`src/htfc_pkg.sv`:
```
// Shared types, constants and CRC function for the humidity/temperature frame checker
package htfc_pkg;

    localparam int FRAME_WORDS    = 2;
    localparam int BYTES_PER_WORD = 3;
    localparam int LAST_POS_I     = FRAME_WORDS * BYTES_PER_WORD - 1;

    typedef logic [2:0] pos_t;

    localparam pos_t POS_W0_HI  = 3'd0;
    localparam pos_t POS_W0_LO  = 3'd1;
    localparam pos_t POS_W0_CRC = 3'd2;
    localparam pos_t POS_W1_HI  = 3'd3;
    localparam pos_t POS_W1_LO  = 3'd4;
    localparam pos_t POS_W1_CRC = 3'd5;
    localparam pos_t LAST_POS   = pos_t'(LAST_POS_I);

    typedef enum logic [1:0] {
        STATUS_OK,
        STATUS_FIRST_BAD,
        STATUS_SECOND_BAD
    } status_t;

    typedef logic [0:0] cfg_idx_t;

    localparam cfg_idx_t REG_CRC_POLY = 1'b0;
    localparam cfg_idx_t REG_CRC_INIT = 1'b1;

    localparam logic [7:0] CRC_POLY_RESET = 8'h31;
    localparam logic [7:0] CRC_INIT_RESET = 8'hFF;

    localparam int          CONV_SHIFT = 13;
    localparam logic [30:0] T_SCALE    = 31'd21875;
    localparam logic [30:0] H_SCALE    = 31'd15625;
    localparam logic [17:0] T_OFFSET   = 18'd45000;
    localparam logic [17:0] H_OFFSET   = 18'd6000;

    typedef struct packed {
        logic [15:0] first_word;
        logic [15:0] second_word;
        status_t     crc_status;
    } frame_t;

    function automatic logic [7:0] crc_update(
        input logic [7:0] crc,
        input logic [7:0] data,
        input logic [7:0] poly
    );
        logic [7:0] c;
        c = crc ^ data;
        for (int i = 0; i < 8; i++)
        begin
            if (c[7])
            begin
                c = {c[6:0], 1'b0} ^ poly;
            end
            else
            begin
                c = {c[6:0], 1'b0};
            end
        end
        return c;
    endfunction

endpackage

```
`src/htfc_byte_if.sv`:
```
// Byte input channel
interface htfc_byte_if;
    logic       valid;
    logic       ready;
    logic [7:0] rx_byte;
    logic       frame_start;

    modport source (output valid, output rx_byte, output frame_start, input ready);
    modport sink   (input valid, input rx_byte, input frame_start, output ready);
endinterface

```
`src/htfc_result_if.sv`:
```
// Result output channel
interface htfc_result_if;
    logic               valid;
    logic               ready;
    logic [15:0]        first_word;
    logic [15:0]        second_word;
    logic [1:0]         crc_status;
    logic signed [17:0] temperature_milli;
    logic signed [17:0] humidity_milli;

    modport source (output valid, output first_word, output second_word, output crc_status,
                    output temperature_milli, output humidity_milli, input ready);
    modport sink   (input valid, input first_word, input second_word, input crc_status,
                    input temperature_milli, input humidity_milli, output ready);
endinterface

```
`src/htfc_cfg_if.sv`:
```
// Configuration write channel
interface htfc_cfg_if;
    logic                valid;
    logic                ready;
    htfc_pkg::cfg_idx_t  index;
    logic [7:0]          data;

    modport source (output valid, output index, output data, input ready);
    modport sink   (input valid, input index, input data, output ready);
endinterface

```
`src/htfc_deframer.sv`:
```
// Byte deframer: position tracking, per-word CRC-8 check and word assembly
module htfc_deframer (
    input  logic                clk,
    input  logic                rst_n,
    htfc_byte_if.sink           rx,
    input  logic [7:0]          crc_poly,
    input  logic [7:0]          crc_init,
    output logic                frame_valid,
    input  logic                frame_ready,
    output htfc_pkg::frame_t    frame
);

    htfc_pkg::pos_t    pos_reg, pos_next, pos_cur;
    htfc_pkg::status_t status_reg, status_next, status_base;
    logic [7:0]        crc_reg, crc_next;
    logic [7:0]        hi_reg, hi_next;
    logic [15:0]       w0_reg, w0_next;
    logic [15:0]       w1_reg, w1_next;
    logic              frame_valid_reg, frame_valid_next;
    htfc_pkg::frame_t  frame_reg, frame_next;
    logic              accept;

    assign rx.ready    = !frame_valid_reg || frame_ready;
    assign accept      = rx.valid && rx.ready;
    assign frame_valid = frame_valid_reg;
    assign frame       = frame_reg;

    always_comb
    begin
        pos_cur = (rx.frame_start || pos_reg > htfc_pkg::LAST_POS) ?
                  htfc_pkg::POS_W0_HI : pos_reg;
        status_base = (pos_cur == htfc_pkg::POS_W0_HI) ? htfc_pkg::STATUS_OK : status_reg;

        pos_next         = pos_reg;
        status_next      = status_reg;
        crc_next         = crc_reg;
        hi_next          = hi_reg;
        w0_next          = w0_reg;
        w1_next          = w1_reg;
        frame_next       = frame_reg;
        frame_valid_next = frame_valid_reg && !frame_ready;

        if (accept)
        begin
            status_next = status_base;
            case (pos_cur)
                htfc_pkg::POS_W0_HI,
                htfc_pkg::POS_W1_HI:
                begin
                    crc_next = htfc_pkg::crc_update(crc_init, rx.rx_byte, crc_poly);
                    hi_next  = rx.rx_byte;
                end
                htfc_pkg::POS_W0_LO:
                begin
                    crc_next = htfc_pkg::crc_update(crc_reg, rx.rx_byte, crc_poly);
                    w0_next  = {hi_reg, rx.rx_byte};
                end
                htfc_pkg::POS_W1_LO:
                begin
                    crc_next = htfc_pkg::crc_update(crc_reg, rx.rx_byte, crc_poly);
                    w1_next  = {hi_reg, rx.rx_byte};
                end
                htfc_pkg::POS_W0_CRC:
                begin
                    if (crc_reg != rx.rx_byte && status_base == htfc_pkg::STATUS_OK)
                    begin
                        status_next = htfc_pkg::STATUS_FIRST_BAD;
                    end
                    crc_next = crc_init;
                end
                htfc_pkg::POS_W1_CRC:
                begin
                    if (crc_reg != rx.rx_byte && status_base == htfc_pkg::STATUS_OK)
                    begin
                        status_next = htfc_pkg::STATUS_SECOND_BAD;
                    end
                    crc_next = crc_init;
                end
                default:
                begin
                    crc_next = crc_reg;
                end
            endcase

            if (pos_cur == htfc_pkg::LAST_POS)
            begin
                pos_next               = htfc_pkg::POS_W0_HI;
                frame_valid_next       = 1'b1;
                frame_next.first_word  = w0_reg;
                frame_next.second_word = w1_reg;
                frame_next.crc_status  = status_next;
            end
            else
            begin
                pos_next = pos_cur + 3'd1;
            end
        end
    end

    always_ff @(posedge clk or negedge rst_n)
    begin
        if (!rst_n)
        begin
            pos_reg         <= htfc_pkg::POS_W0_HI;
            status_reg      <= htfc_pkg::STATUS_OK;
            crc_reg         <= htfc_pkg::CRC_INIT_RESET;
            frame_valid_reg <= 1'b0;
        end
        else
        begin
            pos_reg         <= pos_next;
            status_reg      <= status_next;
            crc_reg         <= crc_next;
            frame_valid_reg <= frame_valid_next;
        end
    end

    always_ff @(posedge clk)
    begin
        hi_reg    <= hi_next;
        w0_reg    <= w0_next;
        w1_reg    <= w1_next;
        frame_reg <= frame_next;
    end

    a_pos_in_range: assert property (@(posedge clk) disable iff (!rst_n)
        pos_reg <= htfc_pkg::LAST_POS)
        else $error("byte position out of range");

    a_last_byte_gives_frame: assert property (@(posedge clk) disable iff (!rst_n)
        (accept && pos_cur == htfc_pkg::LAST_POS) |=> (frame_valid_reg && pos_reg == htfc_pkg::POS_W0_HI))
        else $error("last byte did not produce a frame");

    a_start_restarts: assert property (@(posedge clk) disable iff (!rst_n)
        (accept && rx.frame_start) |=> (pos_reg == htfc_pkg::POS_W0_LO))
        else $error("start flag did not resynchronise");

    a_stall_blocks_input: assert property (@(posedge clk) disable iff (!rst_n)
        (frame_valid_reg && !frame_ready) |-> !rx.ready)
        else $error("byte taken while frame stalled");

endmodule

```
`src/htfc_convert.sv`:
```
// Fixed-point conversion of the raw words and result register
module htfc_convert (
    input  logic                clk,
    input  logic                rst_n,
    input  logic                frame_valid,
    output logic                frame_ready,
    input  htfc_pkg::frame_t    frame,
    htfc_result_if.source       result
);

    logic              res_valid_reg, res_valid_next;
    logic [30:0]       t_prod, h_prod;
    logic [17:0]       t_milli, h_milli;
    htfc_pkg::frame_t  frame_reg;
    logic [17:0]       t_reg, h_reg;
    logic              take;

    assign frame_ready = !res_valid_reg || result.ready;
    assign take        = frame_valid && frame_ready;

    always_comb
    begin
        t_prod  = htfc_pkg::T_SCALE * {15'd0, frame.first_word};
        h_prod  = htfc_pkg::H_SCALE * {15'd0, frame.second_word};
        t_milli = t_prod[htfc_pkg::CONV_SHIFT +: 18] - htfc_pkg::T_OFFSET;
        h_milli = h_prod[htfc_pkg::CONV_SHIFT +: 18] - htfc_pkg::H_OFFSET;
        res_valid_next = take || (res_valid_reg && !result.ready);
    end

    always_ff @(posedge clk or negedge rst_n)
    begin
        if (!rst_n)
        begin
            res_valid_reg <= 1'b0;
        end
        else
        begin
            res_valid_reg <= res_valid_next;
        end
    end

    always_ff @(posedge clk)
    begin
        if (take)
        begin
            frame_reg <= frame;
            t_reg     <= t_milli;
            h_reg     <= h_milli;
        end
    end

    assign result.valid             = res_valid_reg;
    assign result.first_word        = frame_reg.first_word;
    assign result.second_word       = frame_reg.second_word;
    assign result.crc_status        = frame_reg.crc_status;
    assign result.temperature_milli = $signed(t_reg);
    assign result.humidity_milli    = $signed(h_reg);

    a_take_loads: assert property (@(posedge clk) disable iff (!rst_n)
        take |=> res_valid_reg)
        else $error("frame taken but no result shown");

    a_hold_when_stalled: assert property (@(posedge clk) disable iff (!rst_n)
        (res_valid_reg && !result.ready) |=> ($stable(t_reg) && $stable(h_reg)))
        else $error("converted values changed under stall");

    a_no_take_when_full: assert property (@(posedge clk) disable iff (!rst_n)
        (res_valid_reg && !result.ready) |-> !frame_ready)
        else $error("frame accepted into full result register");

endmodule

```
`src/humidity_temp_frame_checker_unit.sv`:
```
// Top level: CRC configuration registers, deframer and conversion stage
// Takes one byte a cycle; byte ready drops only while both stages hold unread results.
// A frame's result, after its sixth byte is taken, is held first in the deframer's frame register,
// then in the conversion result register, which drives the result channel.
// Throughput: one byte per cycle while byte ready is high, so one result per six bytes.
// Reset (rst_n, asynchronous, active low) clears position and status, sets CRC to 0x31/0xFF.
module humidity_temp_frame_checker_unit (
    input  logic           clk,
    input  logic           rst_n,
    htfc_byte_if.sink      rx,
    htfc_result_if.source  result,
    htfc_cfg_if.sink       cfg
);

    logic [7:0]        crc_poly_reg, crc_poly_next;
    logic [7:0]        crc_init_reg, crc_init_next;
    logic              frame_valid;
    logic              frame_ready;
    htfc_pkg::frame_t  frame;

    assign cfg.ready = 1'b1;

    always_comb
    begin
        crc_poly_next = crc_poly_reg;
        crc_init_next = crc_init_reg;
        if (cfg.valid)
        begin
            case (cfg.index)
                htfc_pkg::REG_CRC_POLY: crc_poly_next = cfg.data;
                htfc_pkg::REG_CRC_INIT: crc_init_next = cfg.data;
                default:                crc_poly_next = crc_poly_reg;
            endcase
        end
    end

    always_ff @(posedge clk or negedge rst_n)
    begin
        if (!rst_n)
        begin
            crc_poly_reg <= htfc_pkg::CRC_POLY_RESET;
            crc_init_reg <= htfc_pkg::CRC_INIT_RESET;
        end
        else
        begin
            crc_poly_reg <= crc_poly_next;
            crc_init_reg <= crc_init_next;
        end
    end

    htfc_deframer u_deframer (
        .clk         (clk),
        .rst_n       (rst_n),
        .rx          (rx),
        .crc_poly    (crc_poly_reg),
        .crc_init    (crc_init_reg),
        .frame_valid (frame_valid),
        .frame_ready (frame_ready),
        .frame       (frame)
    );

    htfc_convert u_convert (
        .clk         (clk),
        .rst_n       (rst_n),
        .frame_valid (frame_valid),
        .frame_ready (frame_ready),
        .frame       (frame),
        .result      (result)
    );

endmodule
```
`src/flat_wrapper.sv`:
```
// flat-port wrapper written by rule: the top's interface ports become plain ports
module humidity_temp_frame_checker_unit_flat 
  (clk, rst_n, rx_valid, rx_rx_byte, rx_frame_start, rx_ready, result_valid, result_first_word, result_second_word, result_crc_status, result_temperature_milli, result_humidity_milli, result_ready, cfg_valid, cfg_index, cfg_data, cfg_ready);
  htfc_byte_if rx_i ();
  htfc_result_if result_i ();
  htfc_cfg_if cfg_i ();
  input  logic clk;
  input  logic rst_n;
  input wire logic [$bits(rx_i.valid)-1:0] rx_valid;
  input wire logic [$bits(rx_i.rx_byte)-1:0] rx_rx_byte;
  input wire logic [$bits(rx_i.frame_start)-1:0] rx_frame_start;
  output wire logic [$bits(rx_i.ready)-1:0] rx_ready;
  output wire logic [$bits(result_i.valid)-1:0] result_valid;
  output wire logic [$bits(result_i.first_word)-1:0] result_first_word;
  output wire logic [$bits(result_i.second_word)-1:0] result_second_word;
  output wire logic [$bits(result_i.crc_status)-1:0] result_crc_status;
  output wire logic [$bits(result_i.temperature_milli)-1:0] result_temperature_milli;
  output wire logic [$bits(result_i.humidity_milli)-1:0] result_humidity_milli;
  input wire logic [$bits(result_i.ready)-1:0] result_ready;
  input wire logic [$bits(cfg_i.valid)-1:0] cfg_valid;
  input wire logic [$bits(cfg_i.index)-1:0] cfg_index;
  input wire logic [$bits(cfg_i.data)-1:0] cfg_data;
  output wire logic [$bits(cfg_i.ready)-1:0] cfg_ready;
  assign rx_i.valid = rx_valid;
  assign rx_i.rx_byte = rx_rx_byte;
  assign rx_i.frame_start = rx_frame_start;
  assign rx_ready = rx_i.ready;
  assign result_valid = result_i.valid;
  assign result_first_word = result_i.first_word;
  assign result_second_word = result_i.second_word;
  assign result_crc_status = result_i.crc_status;
  assign result_temperature_milli = result_i.temperature_milli;
  assign result_humidity_milli = result_i.humidity_milli;
  assign result_i.ready = result_ready;
  assign cfg_i.valid = cfg_valid;
  assign cfg_i.index = cfg_index;
  assign cfg_i.data = cfg_data;
  assign cfg_ready = cfg_i.ready;
  humidity_temp_frame_checker_unit u_core (.clk(clk), .rst_n(rst_n), .rx(rx_i), .result(result_i), .cfg(cfg_i));
endmodule
```
`config.mk`:
```
export PLATFORM = sky130hd
export DESIGN_NAME = humidity_temp_frame_checker_unit_flat
export DESIGN_NICKNAME = d
export VERILOG_FILES = /design/src/htfc_pkg.sv /design/src/htfc_byte_if.sv /design/src/htfc_result_if.sv /design/src/htfc_cfg_if.sv /design/src/htfc_deframer.sv /design/src/htfc_convert.sv /design/src/humidity_temp_frame_checker_unit.sv /design/src/flat_wrapper.sv
export SDC_FILE = /design/constraint.sdc
export NUM_CORES = 1
export LEC_CHECK = 0
export ABC_CLOCK_PERIOD_IN_PS = 19700
export BUFFER_PORTS_ARGS = -buffer_cell sky130_fd_sc_hd__buf_4
export CAP_MARGIN = 30
export CORE_UTILIZATION = 45
export CTS_CLUSTER_SIZE = 16
export DETAILED_ROUTE_END_ITERATION = 10
export GPL_ROUTABILITY_DRIVEN = 0
export HOLD_SLACK_MARGIN = 0.06
export SETUP_SLACK_MARGIN = 0.02
export SLEW_MARGIN = 40
export SYNTH_ARGS = -nofsm -noshare
export SYNTH_HDL_FRONTEND = slang
export SYNTH_SLANG_ARGS = --single-unit
```
`constraint.sdc`:
```
create_clock -name clk -period 19.7 [get_ports clk]
set_input_delay 0.985 -clock clk [delete_from_list [all_inputs] [get_ports clk]]
set_output_delay 0.985 -clock clk [all_outputs]
set_load 0.02 [all_outputs]
```
==> flow_summary_export.csv, run 1 <==
group,metric,value,unit
status,status,"finished clean",
sta,slew_headroom,0.474,
floorplan,start_util,0.457,
yosys,synthesis.nets,2003,
drt,num_vias,11566,
floorplan,core-area,0.0377,sq mm
grt,overflow,0,
floorplan,die_height,198,um
sta,fin_crit_sh,0.378,
worst_setup_path,crit_buf_inv,5,
clocking,cts_max_path_buffers,2,
floorplan,rows,71,
clocking,cts_resized,0,
drt,drtAntennaViolNets,0,
yosys,ys_ff_latch,175,
worst_setup_path,worst-path-max-fanout,6,
grt,antenna_found_initial,0,
sta,worstMarginPinSlew,0.783,ns
clocking,holdBufCountCts,0,
placement,place.detailed.hpwl,29700,um
flow_run,maxCapViolCount,0,
finish,num_antenna_cells,0,
yosys,syn_inst,1610,
finish,final_cells,2223,
yosys,yosys_warnings,0,
sta,timing.final.hold_violations,0,
drt,wl_per_cell,16.8,um
finish,post-route-util,0.506,
floorplan,die_area,0.0390,sq mm
sta,rsz0062_at_grt,"false",
worst_setup_path,cp.required,19.89,ns
yosys,avgSynthCellArea,10.7,sq um
clocking,clkLatencyLatePin,0.46,ns
sta,drv_slew,0,
sta,setup_viol,0,
yosys,ys_types,92,
worst_setup_path,critPathMostFrequentCell,"fa_1",
finish,largest_reg_flops,34,
yosys,ys_seq_area_frac,0.298,
power_and_ir_drop,ir_drop,0.0823,mV
yosys,synth_area,0.0172,sq mm
sta,skew,0.0151,ns
clocking,tritoncts,"yes",
drt,wl,37500,um
worst_setup_path,criticalPathCategory,"reg -> reg",
drt,drtIter0Drc,619,
sta,min_period,7.44,ns
yosys,yosysTopAreaCell,"edfxtp_1",
grt,track_usage,0.200,
grt,grt_max_degree,71,
grt,grt_pass1_wl,60400,um
yosys,ys_top_cells_by_area,"edfxtp_1, ha_1, fa_1, inv_1, xnor2_1",
worst_setup_path,end_kind,"flip-flop",
clocking,cts_buffers,17,
yosys,synth.most_common_cell,"inv_1",
sta,max_freq,134,MHz
drt,firstDrtPassIters,6,
floorplan,ios,96,
grt,grt_pass1_vias,11451,
clocking,clk_pin_slew,0.07,ns
floorplan,fp.dieW,198,um
worst_setup_path,cpPeakStageDelay,0.57,ns
finish,drive_above_1_share,0.117,
clocking,cts.sinks,175,
finish,area.growth.synth_to_final,10.7,%
sta,setup_tns,0,ns
drt,avgViaCountPerCell,5.20,
clocking,cts_root_buffer,"clkbuf_16",
worst_hold_path,holdCritPathClass,"reg -> reg",
worst_setup_path,crit_slowest_cell,"fa_1",
yosys,synth_top_area_frac,0.251,
yosys,async_flop_share,0.177,
worst_setup_path,critical_path.startpoint_type,"flip-flop",
placement,dp.cells,2190,
worst_setup_path,worst-endpoint-arrival,7.64,ns
clocking,post-cts-setup-buffers,0,
drt,drcViolationCount,0,
worst_setup_path,cp_top_family,"adder cells",
yosys,synth_edf_count,144,
yosys,synthTopCellsByCount,"inv_1, ha_1, edfxtp_1",
power_and_ir_drop,leakage,0.00874,uW
clocking,htreeDepth,4,
yosys,synthFlopType,"edfxtp_1",
finish,nNetsFinal,2092,
power_and_ir_drop,p_per_area,143,mW/mm^2
placement,port_buffers,94,
-- layer usage --
metal / vias up / global-route usage / wire length [um]
met5: - / 0 / 0
met4: 0 / 0.0560 / 609
met3: 34 / 0.0237 / 1080
met2: 220 / 0.341 / 18400
met1: 5667 / 0.268 / 17300
li1: 5645 / - / -
-- cells in the final DEF (no fill, tap or decap), types with 43 or more instances in the layout --
| master | count |
|---|---|
| o21ai_0 | 43 |
| a21oi_1 | 57 |
| xor2_1 | 45 |
| nor2_1 | 46 |
| buf_4 | 102 |
| ha_1 | 232 |
| fa_1 | 138 |
| edfxtp_1 | 144 |
| xnor2_1 | 114 |
| nand2_1 | 129 |
| inv_1 | 270 |
-- cell families (layout without fill, tap and decap cells) --
family                   count (synthesis)  count (layout)  share of synthesized area
XOR/XNOR                               177             177                      0.100
multiplexers                            23              23                     0.0142
other                                    1               1                   0.000218
buffers and inverters                  309             411                     0.0741
flip-flops                             175             175                      0.298
adder cells (fa/ha/maj)                370             370                      0.329
AO/OA/AOI/OAI                          239             239                     0.0957
AND/OR/NAND/NOR                        316             316                     0.0882
-- final cells by class --
type	count	area, sq um
Inverter	272	1020
Multi-Input combinational cell	1126	10900
Sequential cell	175	5120
Fill cell	3478	18600
Timing Repair Buffer	107	823
Clock buffer	18	429
Clock inverter	14	155
Tap cell	511	639
-- power breakdown --
part / total, uW / switching, uW / internal, uW
sequential: 520 / 28.0 / 491
clock: 349 / 159 / 189
combinational: 1860 / 1020 / 844
-- per-stage QoR --
| stage | setup WS, ns | hold WS, ns | power, uW | cell area (sq um) |
|---|---|---|---|---|
| 2_1_floorplan | 12.90 | 0.400 | 2030 | 17200 |
| 3_3_place_gp | 12.42 | 0.401 | 2340 | 18400 |
| 3_5_place_dp | 12.24 | 0.405 | 2370 | 18400 |
| 4_1_cts | 12.17 | 0.419 | 2740 | 19000 |
| 5_1_grt | 11.74 | 0.426 | 2960 | 19000 |
| 6_report | 12.26 | 0.419 | 2730 | 19000 |
-- final timing paths --
check / from / to / slack (ns) / cells after the start
setup / recovery: u_core.u_deframer.frame[28] / u_core.u_convert.result.temperature_milli[17] / 12.26 / 25
hold / removal: u_core.u_deframer.frame[1] / u_core.u_convert.result.crc_status[1] / 0.42 / 0
setup reg to reg: u_core.u_deframer.frame[28] / u_core.u_convert.result.temperature_milli[17] / 12.26 / 25
hold reg to reg: u_core.u_deframer.frame[1] / u_core.u_convert.result.crc_status[1] / 0.42 / 0
max in group asynchronous: rst_n / u_core.u_deframer.crc_reg[6] / 18.88 / 1
min in group asynchronous: rst_n / u_core.u_deframer.pos_reg[0] / 0.47 / 1
Power figures use the tool's default switching activity.
==> run 2, diff against run 1 <==
- ABC_AREA: default -> 1
- ABC_CLOCK_PERIOD_IN_PS: 19700 -> 7000
- clock period: 19.7 -> 7 ns (I/O delays scaled with it)
==> run 2 against run 1 <==
Against the previous run: clock skew increased by 0.0023 ns; register-to-register slack got worse by 12 ns; die area increased by 2.5%; hold slack got worse by 0.29 ns; routed wire length increased by 4.4%; global-route usage increased by 0.84 points; clock-buffer cell count decreased by 1; non-clock buffer count decreased by 4.
==> flow_summary_export.csv, run 2 <==
group,metric,value,unit
yosys,synthXorXnorAreaFrac,0.0610,
grt,antenna_found_initial,1,
yosys,yosys.area_share.adder,0.321,
yosys,yosysTopAreaCell,"edfxtp_1",
yosys,synth_top_family_by_area,"adder cells",
power_and_ir_drop,p_per_area,318,mW/mm^2
power_and_ir_drop,leakage,0.00969,uW
finish,final_common_cell,"inv_1",
sta,min_period,6.41,ns
yosys,synth-compound-area-share,0.0490,
floorplan,die_height,200,um
finish,drive_above_1_share,0.122,
sta,max_freq,156,MHz
grt,grt_max_degree,63,
yosys,yosys_warnings,0,
finish,num_antenna_cells,0,
worst_setup_path,cp.required,7.20,ns
drt,wl,39100,um
floorplan,ios,96,
worst_hold_path,holdCritPathClass,"in -> reg",
yosys,synth_area,0.0176,sq mm
yosys,ys_seq_area_frac,0.291,
worst_hold_path,hp-start,"cfg_data[6]",
floorplan,die_area,0.0400,sq mm
sta,rsz0062_at_grt,"false",
grt,track_usage,0.208,
worst_setup_path,reg2reg_slack,0.59,ns
flow_run,maxCapViolCount,0,
worst_setup_path,r2r-end,"u_core.u_convert.result.temperature_milli[17]",
yosys,synth_edf_count,144,
worst_hold_path,holdPathStages,3,
yosys,synthTopCellsByCount,"inv_1, nand2_1, ha_1",
clocking,htreeDepth,4,
worst_setup_path,crit_slowest_cell,"edfxtp_1",
floorplan,fp.dieW,200,um
clocking,cts_buffers,17,
power_and_ir_drop,total_power,6240,uW
yosys,ys_top_cells_by_area,"edfxtp_1, ha_1, fa_1, inv_1, nand2_1",
worst_setup_path,cpPeakStageDelay,0.54,ns
sta,worstMarginPinSlew,0.742,ns
worst_setup_path,reg2reg_depth,26,
worst_hold_path,min_to,"u_core.crc_init_reg[6]",
worst_setup_path,path_depth,26,
yosys,synthFlopType,"edfxtp_1",
clocking,clkLatencyLatePin,0.45,ns
clocking,tritoncts,"yes",
grt,overflow,0,
yosys,async_flop_share,0.177,
sta,setup_tns,0,ns
floorplan,core-area,0.0386,sq mm
worst_setup_path,crit_buf_inv,5,
yosys,avgSynthCellArea,9.10,sq um
grt,grt_pass1_vias,12799,
sta,setup_viol,0,
drt,firstDrtPassIters,5,
worst_setup_path,worst-path-max-fanout,6,
power_and_ir_drop,ir_drop,0.212,mV
status,status,"finished clean",
yosys,synth.most_common_cell,"inv_1",
drt,avgViaCountPerCell,4.97,
clocking,clk_pin_slew,0.08,ns
worst_setup_path,end_kind,"flip-flop",
finish,area.growth.synth_to_final,11.2,%
worst_setup_path,worst-endpoint-arrival,6.61,ns
sta,skew,0.0174,ns
floorplan,start_util,0.456,
yosys,synth_mux_area_frac,0,
finish,layout_common_cells,"inv_1, nand2_1, ha_1",
yosys,ys_types,48,
yosys,synth_top_area_frac,0.245,
placement,port_buffers,94,
grt,grt_pass1_wl,64800,um
sta,drv_slew,0,
drt,num_vias,12770,
yosys,synth-simple-area-share,0.188,
worst_setup_path,cp_top_family,"adder cells",
drt,drtAntennaViolNets,0,
sta,timing.final.hold_violations,0,
placement,place.detailed.hpwl,31600,um
drt,wl_per_cell,15.2,um
yosys,synthesis.nets,2332,
drt,drtIter0Drc,711,
finish,nNetsFinal,2430,
drt,drcViolationCount,0,
yosys,ys_ff_latch,175,
clocking,cts_max_path_buffers,2,
sta,fin_crit_sh,0.916,
worst_setup_path,critical_path.startpoint_type,"flip-flop",
clocking,cts.sinks,175,
worst_setup_path,criticalPathCategory,"reg -> reg",
finish,largest_reg_flops,34,
sta,slew_headroom,0.505,
worst_setup_path,timing.rr.start,"u_core.u_deframer.frame[28]",
yosys,syn_inst,1939,
clocking,cts_root_buffer,"clkbuf_16",
floorplan,rows,72,
[run 2: how the worst max path moves through the flow]
stage	startpoint	endpoint
5_1_grt	u_core.u_deframer.frame[5]	u_core.u_convert.result.humidity_milli[15]
4_1_cts	u_core.u_deframer.frame[4]	u_core.u_convert.result.humidity_milli[16]
3_5_place_dp	u_core.u_deframer.frame[6]	u_core.u_convert.result.humidity_milli[16]
3_3_place_gp	u_core.u_deframer.frame[31]	u_core.u_convert.result.temperature_milli[17]
6_report	u_core.u_deframer.frame[28]	u_core.u_convert.result.temperature_milli[17]
2_1_floorplan	u_core.u_deframer.frame[32]	u_core.u_convert.result.temperature_milli[17]
[run 2: per-layer routing]
metal  track usage  share of wire
met1         0.272           0.46
met2         0.351           0.48
met3        0.0334          0.035
met4        0.0729          0.026
met5             0        0.00033
[run 2: worst reg2reg max path: cells and delay by family, from the launching register on]
| kind | cells | cell delay [ns] |
|---|---|---|
| buf+inv | 5 | 0.29 |
| flops | 1 | 0.54 |
| compound gates | 4 | 0.97 |
| fa+ha+maj | 8 | 3.36 |
| xor+xnor | 1 | 0.11 |
| simple gates | 8 | 0.89 |
[run 2: where the power goes]
| part | internal, uW | leakage (uW) | switching (uW) | total [uW] |
|---|---|---|---|---|
| Combinational | 1350 | 0.00773 | 2490 | 3840 |
| Clock | 494 | 0.000295 | 505 | 999 |
| Sequential | 1330 | 0.00166 | 75.3 | 1400 |
[run 2: area by class of cell]
type / count / area, sq um
Sequential cell: 175 / 5120
Timing Repair Buffer: 103 / 795
Clock buffer: 17 / 425
Tap cell: 518 / 648
Clock inverter: 15 / 206
Fill cell: 3612 / 19000
Inverter: 388 / 1460
Multi-Input combinational cell: 1352 / 11000
[run 2: metrics by stage]
stage,worst slack [ns],util,area (sq um),std cells,hold WS (ns)
floorplan,1.12,-,17600,1939,0.0544
global placement,0.758,0.490,18900,2533,0.307
detailed placement,0.544,0.491,19000,2535,0.307
CTS,0.528,0.507,19600,2568,0.111
global route,0.0787,0.507,19600,2568,0.133
finish,0.588,0.507,19600,2568,0.132
[run 2: cells by family after synthesis]
kind of cell	Yosys count
AOI/OAI and AO/OA	159
xor gates and xnor gates	122
adders and majority gates	370
buffers and inverters	412
DFF	175
other	1
and+or+nand+nor	700
[run 2: timing repair]
action                     4_1_cts  5_1_grt
setup endpoints to repair        0        1
gates resized for setup          0        1
hold buffers                     1        0
hold endpoints to repair        12        0
setup buffers                    0        0
